## src/design/ifd_pkg.sv

```systemverilog
// ----------------------------------------------------------------------------
// ifd_pkg
// Shared types and constants of the imu frame deframer.
// ----------------------------------------------------------------------------
`default_nettype none

package ifd_pkg;

	localparam logic [7:0] HDR_FIRST  = 8'h59;
	localparam logic [7:0] HDR_SECOND = 8'h53;

	typedef enum logic [2:0] {
		PH_HUNT1   = 3'd0,
		PH_HUNT2   = 3'd1,
		PH_NUM_LO  = 3'd2,
		PH_NUM_HI  = 3'd3,
		PH_LEN     = 3'd4,
		PH_PAYLOAD = 3'd5,
		PH_CK_A    = 3'd6,
		PH_CK_B    = 3'd7
	} phase_t;

	typedef enum logic [1:0] {
		KIND_PAYLOAD = 2'd0,
		KIND_ACCEPT  = 2'd1,
		KIND_REJECT  = 2'd2
	} kind_t;

	typedef struct packed {
		kind_t       kind;
		logic [7:0]  payload_byte;
		logic [15:0] frame_number;
		logic        frame_gap;
		logic [7:0]  payload_length;
	} result_t;

endpackage

`default_nettype wire

```

## src/design/imu_frame_deframer.sv

```systemverilog
// ----------------------------------------------------------------------------
// imu_frame_deframer
// Serial frame deframer with an 8-bit Fletcher checksum pair.
// ----------------------------------------------------------------------------
// Takes one received byte per transfer and accepts a new byte every clock
// cycle while in_stall is low; each byte is held in the input register,
// is parsed by the frame state machine and, if it produces a result, is
// registered in the result register, whose valid flag is out_valid.
// Frames are 0x59 0x53, frame number low then high, length, payload, and
// two checksum bytes. Payload bytes come out as kind 0, the frame ends with
// kind 1 (accepted) or kind 2 (rejected); a zero-length frame gives nothing.
// in_stall rises only while the result register is full and stalled.
// ----------------------------------------------------------------------------
`default_nettype none

module imu_frame_deframer (
	input  wire logic        clk,
	input  wire logic        arst_n,
	input  wire logic        in_valid,
	output logic             in_stall,
	input  wire logic [7:0]  rx_byte,
	output logic             out_valid,
	input  wire logic        out_stall,
	output logic [1:0]       result_kind,
	output logic [7:0]       payload_byte,
	output logic [15:0]      frame_number,
	output logic             frame_gap,
	output logic [7:0]       payload_length
);

	import ifd_pkg::*;

	logic       valid_s1, advance, res_valid;
	logic [7:0] byte_s1;
	result_t    res, res_s2;

	ifd_in_reg u_in_reg (
		.clk      (clk),
		.arst_n   (arst_n),
		.in_valid (in_valid),
		.in_stall (in_stall),
		.rx_byte  (rx_byte),
		.advance  (advance),
		.valid_s1 (valid_s1),
		.byte_s1  (byte_s1)
	);

	ifd_parser u_parser (
		.clk       (clk),
		.arst_n    (arst_n),
		.advance   (advance),
		.byte_s1   (byte_s1),
		.res_valid (res_valid),
		.res       (res)
	);

	ifd_out_reg u_out_reg (
		.clk       (clk),
		.arst_n    (arst_n),
		.valid_s1  (valid_s1),
		.res_valid (res_valid),
		.res       (res),
		.advance   (advance),
		.out_valid (out_valid),
		.out_stall (out_stall),
		.res_s2    (res_s2)
	);

	assign result_kind    = 2'(res_s2.kind);
	assign payload_byte   = res_s2.payload_byte;
	assign frame_number   = res_s2.frame_number;
	assign frame_gap      = res_s2.frame_gap;
	assign payload_length = res_s2.payload_length;

	// input side waits only on a full, stalled result register
	a_stall_cause: assert property (@(posedge clk) disable iff (!arst_n)
		in_stall |-> (out_valid && out_stall))
		else $error("input stalled without a stalled result");

	a_end_no_byte: assert property (@(posedge clk) disable iff (!arst_n)
		(out_valid && (result_kind != 2'(KIND_PAYLOAD))) |-> (payload_byte == 8'd0))
		else $error("frame end carries a payload byte");

	a_payload_len: assert property (@(posedge clk) disable iff (!arst_n)
		(out_valid && (result_kind == 2'(KIND_PAYLOAD))) |-> (payload_length != 8'd0))
		else $error("payload byte from a zero-length frame");

	a_no_lost: assert property (@(posedge clk) disable iff (!arst_n)
		(out_valid && out_stall) |=> out_valid)
		else $error("stalled result dropped");

endmodule

`default_nettype wire

```

## src/design/ifd_in_reg.sv

```systemverilog
// ----------------------------------------------------------------------------
// ifd_in_reg
// Input register: holds one received byte until the parser takes it.
// ----------------------------------------------------------------------------
`default_nettype none

module ifd_in_reg (
	input  wire logic       clk,
	input  wire logic       arst_n,
	input  wire logic       in_valid,
	output logic            in_stall,
	input  wire logic [7:0] rx_byte,
	input  wire logic       advance,
	output logic            valid_s1,
	output logic [7:0]      byte_s1
);

	logic accept;

	assign in_stall = valid_s1 && !advance;
	assign accept   = in_valid && !in_stall;

	always_ff @(posedge clk or negedge arst_n) begin
		if (!arst_n) begin
			valid_s1 <= 1'b0;
		end else if (accept) begin
			valid_s1 <= 1'b1;
		end else if (advance) begin
			valid_s1 <= 1'b0;
		end
	end

	always_ff @(posedge clk) begin
		if (accept) begin
			byte_s1 <= rx_byte;
		end
	end

endmodule

`default_nettype wire

```

## src/design/ifd_parser.sv

```systemverilog
// ----------------------------------------------------------------------------
// ifd_parser
// Frame state machine with header hunt, running checksum pair and gap check.
// ----------------------------------------------------------------------------
`default_nettype none

module ifd_parser (
	input  wire logic           clk,
	input  wire logic           arst_n,
	input  wire logic           advance,
	input  wire logic [7:0]     byte_s1,
	output logic                res_valid,
	output ifd_pkg::result_t    res
);

	import ifd_pkg::*;

	phase_t      phase_q, phase_d;
	logic [7:0]  sum_a_q, sum_b_q, left_q, len_q;
	logic [15:0] number_q, prev_q;
	logic        gap_q;
	logic [7:0]  sum_a_add, sum_b_add, left_dec;
	logic [15:0] number_full;
	logic        gap_new;

	assign sum_a_add   = sum_a_q + byte_s1;
	assign sum_b_add   = sum_b_q + sum_a_add;
	assign left_dec    = left_q - 8'd1;
	assign number_full = {byte_s1, number_q[7:0]};
	assign gap_new     = (prev_q != 16'd0) &&
		({1'b0, number_full} > ({1'b0, prev_q} + 17'd1));

	// next state
	always_comb begin
		phase_d = phase_q;
		unique case (phase_q)
			PH_HUNT1:   if (byte_s1 == HDR_FIRST) phase_d = PH_HUNT2;
			PH_HUNT2:   phase_d = (byte_s1 == HDR_SECOND) ? PH_NUM_LO : PH_HUNT1;
			PH_NUM_LO:  phase_d = PH_NUM_HI;
			PH_NUM_HI:  phase_d = PH_LEN;
			PH_LEN:     phase_d = (byte_s1 == 8'd0) ? PH_HUNT1 : PH_PAYLOAD;
			PH_PAYLOAD: if (left_dec == 8'd0) phase_d = PH_CK_A;
			PH_CK_A:    phase_d = (byte_s1 == sum_a_q) ? PH_CK_B : PH_HUNT1;
			PH_CK_B:    phase_d = PH_HUNT1;
			default:    phase_d = PH_HUNT1;
		endcase
	end

	// outputs
	always_comb begin
		res_valid          = 1'b0;
		res.kind           = KIND_PAYLOAD;
		res.payload_byte   = 8'd0;
		res.frame_number   = number_q;
		res.frame_gap      = gap_q;
		res.payload_length = len_q;
		unique case (phase_q)
			PH_PAYLOAD: begin
				res_valid        = 1'b1;
				res.payload_byte = byte_s1;
			end
			PH_CK_A: begin
				res_valid = (byte_s1 != sum_a_q);
				res.kind  = KIND_REJECT;
			end
			PH_CK_B: begin
				res_valid = 1'b1;
				res.kind  = (byte_s1 == sum_b_q) ? KIND_ACCEPT : KIND_REJECT;
			end
			default: res_valid = 1'b0;
		endcase
	end

	always_ff @(posedge clk or negedge arst_n) begin
		if (!arst_n) begin
			phase_q  <= PH_HUNT1;
			sum_a_q  <= 8'd0;
			sum_b_q  <= 8'd0;
			left_q   <= 8'd0;
			len_q    <= 8'd0;
			number_q <= 16'd0;
			prev_q   <= 16'd0;
			gap_q    <= 1'b0;
		end else if (advance) begin
			phase_q <= phase_d;
			unique case (phase_q)
				PH_HUNT1: begin
				end
				PH_HUNT2: begin
					sum_a_q <= 8'd0;
					sum_b_q <= 8'd0;
				end
				PH_NUM_LO: begin
					sum_a_q  <= sum_a_add;
					sum_b_q  <= sum_b_add;
					number_q <= {8'd0, byte_s1};
				end
				PH_NUM_HI: begin
					sum_a_q  <= sum_a_add;
					sum_b_q  <= sum_b_add;
					number_q <= number_full;
					prev_q   <= number_full;
					gap_q    <= gap_new;
				end
				PH_LEN: begin
					len_q <= byte_s1;
					if (byte_s1 == 8'd0) begin
						sum_a_q <= 8'd0;
						sum_b_q <= 8'd0;
						left_q  <= 8'd0;
					end else begin
						sum_a_q <= sum_a_add;
						sum_b_q <= sum_b_add;
						left_q  <= byte_s1;
					end
				end
				PH_PAYLOAD: begin
					sum_a_q <= sum_a_add;
					sum_b_q <= sum_b_add;
					left_q  <= left_dec;
				end
				PH_CK_A: begin
					if (byte_s1 != sum_a_q) begin
						sum_a_q <= 8'd0;
						sum_b_q <= 8'd0;
						left_q  <= 8'd0;
					end
				end
				PH_CK_B: begin
					sum_a_q <= 8'd0;
					sum_b_q <= 8'd0;
					left_q  <= 8'd0;
				end
				default: begin
				end
			endcase
		end
	end

endmodule

`default_nettype wire

```

## src/design/ifd_out_reg.sv

```systemverilog
// ----------------------------------------------------------------------------
// ifd_out_reg
// Result register: holds one result until the receiving side takes it.
// ----------------------------------------------------------------------------
`default_nettype none

module ifd_out_reg (
	input  wire logic              clk,
	input  wire logic              arst_n,
	input  wire logic              valid_s1,
	input  wire logic              res_valid,
	input  wire ifd_pkg::result_t  res,
	output logic                   advance,
	output logic                   out_valid,
	input  wire logic              out_stall,
	output ifd_pkg::result_t       res_s2
);

	import ifd_pkg::*;

	logic load;

	assign advance = valid_s1 && (!out_valid || !out_stall);
	assign load    = advance && res_valid;

	always_ff @(posedge clk or negedge arst_n) begin
		if (!arst_n) begin
			out_valid <= 1'b0;
		end else if (load) begin
			out_valid <= 1'b1;
		end else if (!out_stall) begin
			out_valid <= 1'b0;
		end
	end

	always_ff @(posedge clk) begin
		if (load) begin
			res_s2 <= res;
		end
	end

endmodule

`default_nettype wire
```

## config.mk

```make
export PLATFORM = sky130hd
export DESIGN_NAME = imu_frame_deframer
export DESIGN_NICKNAME = d
export VERILOG_FILES = /design/src/design/ifd_pkg.sv /design/src/design/imu_frame_deframer.sv /design/src/design/ifd_in_reg.sv /design/src/design/ifd_parser.sv /design/src/design/ifd_out_reg.sv
export SDC_FILE = /design/constraint.sdc
export NUM_CORES = 1
export LEC_CHECK = 0
export ABC_AREA = 1
export BUFFER_PORTS_ARGS = -buffer_cell sky130_fd_sc_hd__buf_4
export CORE_ASPECT_RATIO = 0.7
export CORE_MARGIN = 10
export CORE_UTILIZATION = 45
export CTS_CLUSTER_DIAMETER = 100
export DETAILED_ROUTE_END_ITERATION = 6
export PLACE_DENSITY = 0.76
export RECOVER_POWER = 25
export SLEW_MARGIN = 0
export SYNTH_ARGS = -nofsm -noshare
export SYNTH_HDL_FRONTEND = slang
export SYNTH_SLANG_ARGS = --single-unit
```

## constraint.sdc

```tcl
create_clock -name clk -period 2.8 [get_ports clk]
set_input_delay 0.14 -clock clk [delete_from_list [all_inputs] [get_ports clk]]
set_output_delay 0.14 -clock clk [all_outputs]
set_load 0.02 [all_outputs]
```

Word level (Yosys, flattened, before mapping)
Index checks and enable logic that the tools add are counted.
Cells by class
  reduce and logical (&&, ||, !) cells: 28
  bitwise logic cells: 1
  add/subtract/negate cells: 4
  equal/unequal tests: 16
  mux-type cells: 21
  magnitude comparators: 1
Operators with widths (count)
  $pmux 8 s4: 3
  $mux 8: 4
  $pmux 16 s2: 1
  $pmux 3 s8: 1
  $add 16x1->17 const B: 1
  $gt 16x17->1: 1
  $add 8x8->8: 2
  $eq 8x7->1 const B: 2
  $eq 8x8->1: 2
  $logic_not 8->1: 2
  $reduce_bool 16->1: 1
  $eq 3x3->1 const B: 4
  $mux 3: 4
  $reduce_and 3->1: 4
  $ne 2x1->1 const B: 4
  $ne 8x8->1: 1
  $reduce_bool 4->1: 2
  $sub 8x1->8 const B: 1
  $eq 3x2->1 const B: 2
  $reduce_and 2->1: 3
  $logic_and 1x1->1: 5
  $logic_not 1->1: 4
  $mux 1: 4
  $mux 2: 2
  other kinds (9): 11
Storage, ports and cells
  flip-flop bits (word level): 113
  output and inout bits: 37
  logic and storage cells: 88
  input port bits: 12

Logic depth before layout (Yosys ltp)
Gate-level depths: netlist of the first run.
  word-level depth: 8
  depth in mapped cells: 21
  gate-level depth less buffers: 21

Modules after synthesis
From an unflattened synthesis of the first run, not the netlist that was laid out.
Unflattened totals
  cell total of the unflattened synthesis: 640
  area total of the unflattened synthesis: 5967.0 um^2
By module, submodules not included
  ifd_parser: cells an instance 582, seq. area each 1701.6 um^2, area each 4554.4 um^2, times used 1
  ifd_out_reg: cells an instance 43, seq. area each 1076.0 um^2, area each 1114.8 um^2, times used 1
  ifd_in_reg: cells an instance 15, seq. area each 265.3 um^2, area each 297.8 um^2, times used 1

Least setup slack after synthesis of the first run
Ideal clock, no wire load.
  path type: register to register
  start point: register u_in_reg.byte_s1[0]
  end point: register u_parser.sum_b_q[5]
  arrival: 2618 ps
  clock period less this slack: 2736 ps
  buffers on the path: 0
  cell stages (with the launch flop): 12
  setup time: 117 ps
  slack: 64 ps
  required time: 2683 ps
  path through: edfxtp_1 > ha_1 > fa_1 > a31o_2 > xor2_1 > inv_1 > ha_1 > a21oi_1 > o221ai_1 > or2_2 > nand3_1 > nand2_1
On the way
  word-level cells in the longest chain between the ends: 4
  elaborated cells on any way between the ends: 8
  those cells by class: 2 x add/sub; 2 x eq/ne; 2 x mux; 2 x reduce/logical
Ends and longest elaborated chain
  start: declaration: line ifd_in_reg.sv:15  | output logic [7:0] byte_s1
  start signal: assignment: line ifd_in_reg.sv:35  | byte_s1 <= rx_byte;
  $add 8x8->8: line ifd_parser.sv:26  | assign sum_a_add = sum_a_q + byte_s1;
  $add 8x8->8: line ifd_parser.sv:27  | assign sum_b_add = sum_b_q + sum_a_add;
  $mux 8: line ifd_parser.sv:107  | if (byte_s1 == 8'd0) begin
  $pmux 8 s4: line ifd_parser.sv:86  | unique case (phase_q)
  end signal: assignment: line ifd_parser.sv:95  | sum_b_q <= sum_b_add;
  end signal: assignment: line ifd_parser.sv:113  | sum_b_q <= sum_b_add;
  end signal: assignment: line ifd_parser.sv:119  | sum_b_q <= sum_b_add;
  end: declaration: line ifd_parser.sv:19  | logic [7:0] sum_a_q, sum_b_q, left_q, len_q;
Parallel ways exist; a longest one is shown, timed or not.
A chain may end at the register's enable or synchronous reset.

Final worst setup path of the first run
  start point: register u_parser.prev_q[0]
  end point: register u_parser.gap_q
On the way
  word-level cells in the longest chain between the ends: 3
  elaborated cells on any way between the ends: 4
  those cells by class: 1 x add/sub; 1 x order compare; 2 x reduce/logical
Ends and longest elaborated chain
  start: declaration: line ifd_parser.sv:20  | logic [15:0] number_q, prev_q;
  start signal: assignment: line ifd_parser.sv:102  | prev_q <= number_full;
  $add 16x1->17: line ifd_parser.sv:31  | ({1'b0, number_full} > ({1'b0, prev_q} + 17'd1));
  $gt 16x17->1: line ifd_parser.sv:31
  $logic_and 1x1->1 (*): line ifd_parser.sv:30  | assign gap_new = (prev_q != 16'd0) &&
  end signal: assignment: line ifd_parser.sv:103  | gap_q <= gap_new;
  end: declaration: line ifd_parser.sv:21  | logic gap_q;
Mark *: on every way between the ends. The rest lies on a longest branch, timed or not.

==> results.yml, run 1 <==
status:
  outcome: "completed"
global_route:
  overflow: 0
  first_global_vias: 4791
  grt_max_degree: 71
  antenna_found_initial: 0
  grt_first_pass_wirelength_mm: 24.0
  gr-usage-all-layers_pct: 16.7
yosys:
  netlist_instances: 647
  ys_ff_latch: 113
  ys_seq_area_share_pct: 51.6
  syn_area_um2: 5890
  synth-simple-area-share_pct: 20.7
  synth_top_family_by_area: "simple AND/OR/NAND/NOR gates"
  synth-adder-area-share_pct: 7.90
  syn_area_per_cell_um2: 9.11
  yosysUniqueCellTypes: 41
  ys_warn_count: 0
  synth_compound_area_share_pct: 9.60
  synthMuxAreaShare_pct: 0
  synth-xor-area-share_pct: 3.72
  syn_nets: 695
timing:
  max_slew_margin_pct: 38.1
  tightest_slew_ns: 0.928
  clock.fmax_mhz: 372
  hold_viol: 0
  fin_crit_ns: 2.69
  tns_ns: 0
  finClkSkew_ns: 0.00868
  rsz0062_at_grt: "yes"
  hold_slack_ns: 0.396
  setup_violations: 0
  timing.final.crit_share_pct: 96.1
  drv_slew: 0
clock_tree:
  cts_sinks: 113
  clkLatencyLatePin_ns: 0.42
  cts_root_buffer: "clkbuf_16"
  tritoncts: "done"
  cts_buffer_depth: 2
  cts-buffers-inserted: 17
  h-tree-depth: 4
  path_clk_slew_ns: 0.06
final_layout:
  diodes: 0
  final_nets: 780
  ff_latch_area_um2: 3040
  drive_gt1_share_pct: 13.8
  fin_area_um2: 7200
  final_common_cell: "nand2_1"
  most-common-layout-cells: "nand2_1 (150), inv_1 (82), dfrtp_1 (69)"
  n_fill_cell: 1037
  multi_input_area_um2: 2570
  syn2layout_area_growth_pct: 22.3
power:
  internal_power_mw: 4.50
  power.clock.fraction_pct: 28.5
  p_sw_share_pct: 38.6
  p_leak_nw: 3.44
  p_total_mw: 7.32
  ir_drop_uv: 536
  p_per_area_nw_per_um2: 1020
  switching_power_mw: 2.83
  power.share.sequential_pct: 34.1
  combPwrFrac_pct: 37.4
worst_setup_path:
  critical_path.endpoint: "u_parser.gap_q$_DFFE_PN0P_"
  r2r_start: "u_parser.prev_q[0]$_DFFE_PN0P_"
  cp.buffers_inverters: 1
  cp.arrival_ns: 3.00
  r2r_setup_slack_ns: 0.11
  crit_type: "flop to flop"
  slowest_delay_ns: 0.40
  r2r_cells: 21
  crit_path_frequent_cell: "nand2_1"
  critPathRequiredTime_ns: 3.11
  slowest_stage: "dfrtp_1"
  crit_chain: "ha_4 > nand2_4 > nor2_4 > nand3_2 > nor2_4 > nand4_1 > or2_1 > xor2_1 > ha_1 > nand2_2 > inv_1 > nand2_1 > nand2_1 > a21oi_2 > nand2_1 > nand2_1 > nand2_1 > nand2_1 > nand2_1 > nand2_1 > nand2_1"
  path_depth: 21
  path_max_fanout: 3
  crit_path_start_kind: "flop"
  crit_path_start: "u_parser.prev_q[0]$_DFFE_PN0P_"
  worstReg2RegEnd: "u_parser.gap_q$_DFFE_PN0P_"
  end_kind: "flop"
  critPathTopFamily: "simple AND/OR/NAND/NOR gates"
route:
  via_per_inst: 5.46
  vias: 4951
  drc: 0
  drt_wl_total_mm: 14.9
  drt_iter0_drc: 526
  routedWlPerCell_um: 16.5
  first_pass_iters: 6
  ant_nets: 0
placement:
  dpl.hpwl_mm: 10.3
  place_area_um2: 6510
  port_buffers: 48
  gp_congestion: 1.00
floorplan:
  start_util_pct: 46.6
  die_area_um2: 18100
  placementRows: 34
  coreArea_um2: 12600
  die_w_um: 157
  io_pins: 49
  fp.dieH_um: 116
min_path:
  hp-class: "primary input to asynchronous set/reset pin"
run:
  maxCapViolations: 0
-- worst register-to-register path, delay by kind of cell, from the launching register on --
kind	cells	cell delay, ns
simple gates	16	1.38
buf+inv	1	0.05
compound gates	1	0.10
xor+xnor	1	0.16
fa+ha+maj	2	0.50
flops	1	0.40
-- registers in the layout (all words and copies together) (netlist names) --
signal	count
u_in_reg.byte_s1	8
u_parser.phase_q	3
u_parser.left_q	8
u_parser.sum_a_q	8
u_in_reg.valid_s1	1
u_out_reg.res_s2	35
u_parser.gap_q	1
u_out_reg.out_valid	1
u_parser.prev_q	16
u_parser.sum_b_q	8
u_parser.number_q	16
u_parser.len_q	8
-- area by class of cell --
class / instances / area share, %
Clock buffer: 19 / 6.01
Clock inverter: 13 / 1.93
Inverter: 87 / 4.64
Multi-Input combinational cell: 437 / 35.7
Sequential cell: 113 / 42.3
Tap cell: 162 / 2.81
Timing Repair Buffer: 76 / 6.69
-- Yosys cell counts, drive strengths merged --
| cell type | n | area share (%) |
|---|---|---|
| o22ai | 9 | 0.96 |
| edfxtp | 43 | 22 |
| ha | 34 | 7.2 |
| buf | 5 | 0.47 |
| nand2 | 153 | 9.9 |
| a221oi | 1 | 0.15 |
| clkbuf | 5 | 0.32 |
| nor2 | 43 | 3.3 |
| a22o | 1 | 0.15 |
| o21a | 1 | 0.13 |
| a21oi | 16 | 1.4 |
| inv | 87 | 5.7 |
| a21boi | 1 | 0.13 |
| o2111ai | 1 | 0.15 |
| o211ai | 1 | 0.13 |
| nor4 | 1 | 0.11 |
| nand3b | 2 | 0.25 |
| a21o | 1 | 0.13 |
| nand4 | 13 | 1.4 |
| o221ai | 1 | 0.15 |
| o21ai | 65 | 6.0 |
| xor2 | 18 | 2.7 |
| xnor2 | 7 | 1.0 |
| a31o | 1 | 0.15 |
| fa | 2 | 0.68 |
| dfrtp | 70 | 30 |
| or2 | 2 | 0.21 |
| nor3 | 14 | 1.4 |
| nand3 | 49 | 4.2 |
-- worst min-delay path by stage --
stage,to
CTS,u_in_reg.byte_s1[4]$_DFFE_PP_
global placement,u_parser.number_q[10]$_DFFE_PN0P_
finish,u_parser.number_q[12]$_DFFE_PN0P_
global route,u_out_reg.res_s2[8]$_DFFE_PP_
detailed placement,u_in_reg.byte_s1[3]$_DFFE_PP_
floorplan,u_in_reg.valid_s1$_DFFE_PN0P_
-- timing repair --
| item | 4_1_cts | 5_1_grt |
|---|---|---|
| buffers inserted | 1 | 3 |
| hold buffers | 11 | 0 |
| setup endpoints to repair | 2 | 4 |
| resized for setup | 6 | 20 |
| endpoints found under the hold margin | 80 | 0 |
| pin swaps | 2 | 9 |
-- per-layer routing --
| metal | global-route usage (%) | routed length (um) | vias up |
|---|---|---|---|
| met5 | 0 | 0 | - |
| met4 | 7.59 | 324 | 0 |
| met3 | 4.74 | 1300 | 31 |
| met2 | 25.5 | 6620 | 246 |
| met1 | 21.9 | 6690 | 2338 |
| li1 | - | - | 2336 |
-- cell families after synthesis --
family	after synthesis
xor gates and xnor gates	25
AOI/OAI and AO/OA	99
buffers and inverters	97
and+or+nand+nor	277
adders and majority gates	36
DFF	113
-- power by group through the flow --
stage	Combinational (mW)	Clock (mW)	Sequential, mW
2_1_floorplan	1.92	0	2.40
3_3_place_gp	2.35	0	2.48
3_5_place_dp	2.47	0	2.50
4_1_cts	2.57	2.11	2.48
5_1_grt	3.06	2.18	2.55
6_report	2.74	2.09	2.49
-- metrics by stage --
| stage | std cells | util (%) | worst slack, ns |
|---|---|---|---|
| 6_report | 907 | 57.0 | 0.110 |
| 5_1_grt | 907 | 57.0 | -0.0774 |
| 4_1_cts | 904 | 57.1 | 0.000730 |
| 3_5_place_dp | 860 | 51.5 | -0.0711 |
| 3_3_place_gp | 860 | 51.5 | 0.0822 |
| 2_1_floorplan | 647 | - | 0.0640 |
Note: power is estimated with default switching activity, not from simulation.
==> run 2, diff against run 1 <==
- SYNTH_HIERARCHICAL: not set -> 1
==> results.yml, run 2 <==
worst_setup_path:
  cp.arrival_ns: 3.07
  crit_chain: "ha_2 > inv_1 > fa_2 > nand3b_1 > nand2_1 > nand2_2 > a21oi_2 > nor2_1 > nand2_1 > nand2_2 > ha_4 > nand2_1 > or2_2 > nand3_2 > nand3_1 > nand3_1 > nand2_1"
  critPathTopFamily: "simple AND/OR/NAND/NOR gates"
  slowest_stage: "dfrtp_1"
  critPathRequiredTime_ns: 3.10
  crit_path_frequent_cell: "nand2_1"
  slowest_delay_ns: 0.36
  crit_type: "flop to flop"
  path_max_fanout: 3
  cp.buffers_inverters: 1
  crit_path_start_kind: "flop"
  end_kind: "flop"
clock_tree:
  path_clk_slew_ns: 0.05
  h-tree-depth: 4
  cts_root_buffer: "clkbuf_16"
  cts_buffer_depth: 2
  cts-buffers-inserted: 17
  cts_sinks: 113
  tritoncts: "done"
  clkLatencyLatePin_ns: 0.41
timing:
  clock.fmax_mhz: 361
  tightest_slew_ns: 1.76
  hold_viol: 0
  timing.final.crit_share_pct: 98.9
  drv_slew: 71
  fin_crit_ns: 2.77
  max_slew_margin_pct: -17.3
  setup_violations: 0
  rsz0062_at_grt: "yes"
  finClkSkew_ns: 0.00579
yosys:
  syn_area_um2: 5970
  synth-adder-area-share_pct: 7.80
  synthArstFlopShare_pct: 61.9
  synth_area_leader_cell: "dfrtp_1"
  syn_area_per_cell_um2: 9.32
  synth_top_area_share_pct: 29.4
  synth-xor-area-share_pct: 3.80
  synth_most_common_cell: "nand2_1"
  ys_seq_area_share_pct: 51.0
  ys_warn_count: 6
  netlist_instances: 640
  synth-simple-area-share_pct: 19.0
  synth_top_family_by_area: "simple AND/OR/NAND/NOR gates"
  ys_ff_latch: 113
  syn_nets: 688
  synth_top_flop_cell: "dfrtp_1"
  synth_compound_area_share_pct: 11.4
  ys_top_cells_by_count: "nand2_1 (138), inv_1 (84), dfrtp_1 (70), o21ai_0 (44), edfxtp_1 (43)"
  synth.area.top_cells: "dfrtp_1 (29%), edfxtp_1 (22%), nand2_1 (8.7%)"
  synth_edf_count: 43
  synthMuxAreaShare_pct: 0
  yosysUniqueCellTypes: 47
route:
  vias: 4823
  routedWlPerCell_um: 16.8
  via_per_inst: 5.36
  drt_wl_total_mm: 15.1
  ant_nets: 0
  drt_iter0_drc: 435
  drc: 0
  first_pass_iters: 5
power:
  power.clock.fraction_pct: 26.6
  internal_power_mw: 4.73
  combPwrFrac_pct: 43.6
  ir_drop_uv: 681
  power.share.sequential_pct: 29.8
  p_leak_nw: 3.42
  p_sw_share_pct: 40.2
  switching_power_mw: 3.19
  p_per_area_nw_per_um2: 1090
final_layout:
  fin_cells: 899
  syn2layout_area_growth_pct: 21.3
  largest_reg_flops: 35
  final_nets: 768
  diodes: 0
  reg.largest.list: "u_out_reg/res_s2: 35 flops, u_parser/number_q: 16 flops, u_parser/prev_q: 16 flops"
  fin_area_um2: 7240
  multi_input_area_um2: 2580
  regMostFlops: "u_out_reg/res_s2"
  ff_latch_area_um2: 3040
  drive_gt1_share_pct: 16.2
  most-common-layout-cells: "nand2_1 (137), inv_1 (83), dfrtp_1 (70)"
  final_common_cell: "nand2_1"
  n_fill_cell: 1100
placement:
  place_area_um2: 6550
  dp_cells: 850
  gp_congestion: 0.982
  dpl.hpwl_mm: 10.2
  port_buffers: 48
min_path:
  hp-class: "flop to flop"
floorplan:
  die_area_um2: 18300
  fp.dieH_um: 116
  io_pins: 49
  placementRows: 35
  die_w_um: 158
  coreArea_um2: 13100
  start_util_pct: 45.7
status:
  outcome: "finished, violations left"
  violations: "max-capacitance violations, max-slew violations"
global_route:
  first_global_vias: 4720
  overflow: 0
  antenna_found_initial: 0
  grt_max_degree: 71
  grt_first_pass_wirelength_mm: 24.3
  gr-usage-all-layers_pct: 16.7
run:
  maxCapViolations: 1
-- run 2: cell types whose count changed after synthesis, sizes merged, moves of 4 or more --
cell / previous run / this run
a21oi: 16 / 20
buf: 5 / 11
nand2: 153 / 142
nand4: 13 / 8
nor3: 14 / 10
o21ai: 65 / 60
o22ai: 9 / 16
-- run 2: per-stage QoR --
step / TNS [ns] / setup WS (ns) / hold WS, ns / util, % / power [mW]
6_report: 0 / 0.0305 / 0.441 / 55.5 / 7.92
5_1_grt: -0.227 / -0.114 / 0.455 / 55.5 / 8.47
4_1_cts: 0 / 0.0102 / 0.435 / 55.6 / 7.73
3_5_place_dp: 0 / 0.0114 / 0.319 / 50.2 / 5.54
3_3_place_gp: 0 / 0.132 / 0.317 / 50.2 / 5.41
2_1_floorplan: 0 / 0.138 / -0.156 / - / 4.83
-- run 2: cells by family after synthesis --
family | count (synthesis)
flops | 113
buf+inv | 104
simple gates | 253
fa+ha+maj | 36
compound gates | 109
xor+xnor | 25
-- run 2: path summary, 6_finish.rpt --
check / start / end / slack, ns / depth (start not counted)
worst max-delay path: u_parser/sum_a_q[0]$_DFFE_PN0P_ / u_parser/sum_b_q[7]$_DFFE_PN0P_ / 0.03 / 17
worst min-delay path: u_parser/gap_q$_DFFE_PN0P_ / u_out_reg/res_s2[8]$_DFFE_PP_ / 0.44 / 0
worst max register to register: u_parser/sum_a_q[0]$_DFFE_PN0P_ / u_parser/sum_b_q[7]$_DFFE_PN0P_ / 0.03 / 17
worst min register to register: u_parser/gap_q$_DFFE_PN0P_ / u_out_reg/res_s2[8]$_DFFE_PP_ / 0.44 / 0
max in group asynchronous: arst_n / u_parser/number_q[5]$_DFFE_PN0P_ / 1.01 / 2
min in group asynchronous: arst_n / u_parser/sum_a_q[4]$_DFFE_PN0P_ / 0.70 / 2
-- run 2: power groups by stage --
stage | registers, mW | logic (mW) | clock network [mW]
2_1_floorplan | 2.27 | 2.56 | 0
3_3_place_gp | 2.37 | 3.05 | 0
3_5_place_dp | 2.38 | 3.16 | 0
4_1_cts | 2.36 | 3.24 | 2.13
5_1_grt | 2.40 | 3.86 | 2.21
6_report | 2.36 | 3.45 | 2.10
-- run 2: worst register-to-register path: cells and delay by family (launching register included) --
family          cells  cell delay [ns]
buf+inv             1             0.08
simple gates       12             1.21
compound gates      1             0.17
fa+ha+maj           3             0.84
flops               1             0.36
-- run 2: layout make-up --
class | instances | share of cell area (%)
clock buffer | 18 | 6.07
inverter | 90 | 4.70
clock inverter | 14 | 1.94
sequential | 113 | 42.0
timing repair buffer | 75 | 6.74
tap | 166 | 2.87
multi-input combinational | 423 | 35.6
-- run 2: repair_timing --
action	4_1_cts	5_1_grt
hold buffers	11	0
cloned	0	0
setup endpoints to repair	1	4
pin swaps	0	4
hold endpoints to repair	80	0
buffers inserted	0	6
gates resized for setup	2	14
-- run 2: routing by layer --
metal | share of wire (%) | global-route usage [%]
met4 | 1.7 | 5.40
met2 | 44 | 25.3
met5 | 0 | 0
met3 | 8.3 | 5.04
met1 | 46 | 22.5
==> run 3, diff against run 2 <==
- CORE_ASPECT_RATIO: 0.7 -> 0.8
==> results.yml, run 3 (synthesis gave the netlist of run 2 again) <==
status:
  outcome: "completed"
worst_setup_path:
  cp.arrival_ns: 3.00
  worstReg2RegEnd: "u_parser/sum_b_q[7]$_DFFE_PN0P_"
  crit_type: "flop to flop"
  r2r_cells: 14
  critical_path.endpoint: "u_parser/sum_b_q[7]$_DFFE_PN0P_"
  crit_path_start: "u_in_reg/byte_s1[3]$_DFFE_PP_"
  path_max_fanout: 5
  r2r_start: "u_in_reg/byte_s1[3]$_DFFE_PP_"
  r2r_setup_slack_ns: 0.1
  crit_path_start_kind: "flop"
  critPathRequiredTime_ns: 3.10
  end_kind: "flop"
timing:
  fin_crit_ns: 2.70
  tightest_slew_ns: 0.930
  hold_viol: 0
  rsz0062_at_grt: "yes"
  finClkSkew_ns: 0.00667
  drv_slew: 0
  tns_ns: 0
  clock.fmax_mhz: 370
  max_slew_margin_pct: 38.0
  setup_violations: 0
  timing.final.crit_share_pct: 96.5
clock_tree:
  clkLatencyLatePin_ns: 0.41
  cts_buffer_depth: 2
  cts_sinks: 113
  cts-buffers-inserted: 17
  tritoncts: "done"
  h-tree-depth: 4
  path_clk_slew_ns: 0.06
  cts_root_buffer: "clkbuf_16"
floorplan:
  placementRows: 37
  die_w_um: 149
  die_area_um2: 18300
  fp.dieH_um: 123
  io_pins: 49
  start_util_pct: 46.2
  coreArea_um2: 12900
final_layout:
  drive_gt1_share_pct: 17.9
  diodes: 0
  largest_reg_flops: 35
  n_fill_cell: 1114
  final_nets: 776
  reg.largest.list: "u_out_reg/res_s2: 35 flops, u_parser/number_q: 16 flops, u_parser/prev_q: 16 flops"
  regMostFlops: "u_out_reg/res_s2"
  final_common_cell: "nand2_1"
  most-common-layout-cells: "nand2_1 (134), inv_1 (81), dfrtp_1 (69)"
  utilization_pct: 57.0
  fin_area_um2: 7360
  syn2layout_area_growth_pct: 23.4
route:
  routedWlPerCell_um: 16.3
  ant_nets: 0
  drc: 0
  first_pass_iters: 5
  via_per_inst: 5.25
  drt_iter0_drc: 388
  vias: 4807
  drt_wl_total_mm: 14.9
global_route:
  grt_first_pass_wirelength_mm: 23.8
  first_global_vias: 4807
  gr-usage-all-layers_pct: 16.4
  antenna_found_initial: 0
  overflow: 0
  grt_max_degree: 71
placement:
  place_area_um2: 6570
  port_buffers: 48
  gp_congestion: 0.888
  dpl.hpwl_mm: 10.2
power:
  p_per_area_nw_per_um2: 1120
  ir_drop_uv: 573
  p_total_mw: 8.23
  p_leak_nw: 3.46
run:
  maxCapViolations: 0
min_path:
  hp-class: "primary input to asynchronous set/reset pin"
## run 3: cell types whose count changed in the layout (fill, tap and decap cells not counted), moves of 2 or more
cell	change
buf_4	+8
nand2_1	-3
nand2_2	+3
a21oi_1	-2
a21oi_2	+2
clkbuf_1	+2
inv_1	-2
inv_2	+2
## run 3: how the worst min path moves through the flow
| stage | start | endpoint | cells past startpoint |
|---|---|---|---|
| 2_1_floorplan | arst_n | u_in_reg/valid_s1$_DFFE_PN0P_ | 0 |
| 3_3_place_gp | arst_n | u_parser/sum_a_q[6]$_DFFE_PN0P_ | 1 |
| 3_5_place_dp | rx_byte[6] | u_in_reg/byte_s1[6]$_DFFE_PP_ | 1 |
| 4_1_cts | arst_n | u_in_reg/valid_s1$_DFFE_PN0P_ | 2 |
| 5_1_grt | u_parser/number_q[15]$_DFFE_PN0P_ | u_out_reg/res_s2[24]$_DFFE_PP_ | 0 |
| 6_report | arst_n | u_parser/sum_a_q[6]$_DFFE_PN0P_ | 2 |
## run 3: power breakdown
part	total (mW)	internal, mW	leakage (nW)	switching, mW
logic	3.71	1.52	1.89	2.19
registers	2.36	2.06	1.29	0.301
clock network	2.16	1.39	0.280	0.763
## run 3: metal layers
layer | vias to the layer above | track usage, % | part of all wire (%) | routed length, um
met4 | 0 | 4.90 | 0.98 | 146
met2 | 146 | 27.1 | 48 | 7150
li1 | 2321 | - | - | -
met1 | 2328 | 20.8 | 45 | 6710
met3 | 12 | 4.53 | 6.1 | 906
met5 | - | 0 | 0 | 0
## run 3: area by class of cell
cell class              count  area [um^2]  share of cell area (%)
clock buffers              18          429                    5.83
clock inverters            14          165                    2.24
inverters                  90          340                    4.62
multi-input cells         423         2620                    35.6
flip-flops and latches    113         3040                    41.3
well taps                 175          219                    2.97
repair buffers             83          547                    7.43
## run 3: what timing repair did
action                                  4_1_cts  5_1_grt
hold buffers                                 11        0
gates resized for setup                       0       27
setup buffers                                 0       13
endpoints found under the setup margin        0        4
endpoints found under the hold margin        80        0
## run 3: through the flow
step | setup slack, ns | instances | hold slack, ns
after floorplan | 0.138 | 640 | -0.156
after global placement | 0.120 | 860 | 0.318
after detailed placement | 0.0728 | 860 | 0.319
after CTS | 0.0401 | 903 | 0.431
after global routing | -0.114 | 916 | 0.451
final | 0.0989 | 916 | 0.384
## run 3: worst max-delay path, stage by stage, from the launching register on
cell      delay [ns]
edfxtp_1        0.41
ha_1            0.38
a21oi_1         0.26
nand2_1         0.09
nand2_1         0.11
a21oi_2         0.07
o21ai_0         0.22
nand2_2         0.12
ha_4            0.28
nand2_1         0.06
or2_2           0.28
nand3_1         0.09
nand3_1         0.09
nand3_1         0.07
nand2_1         0.05
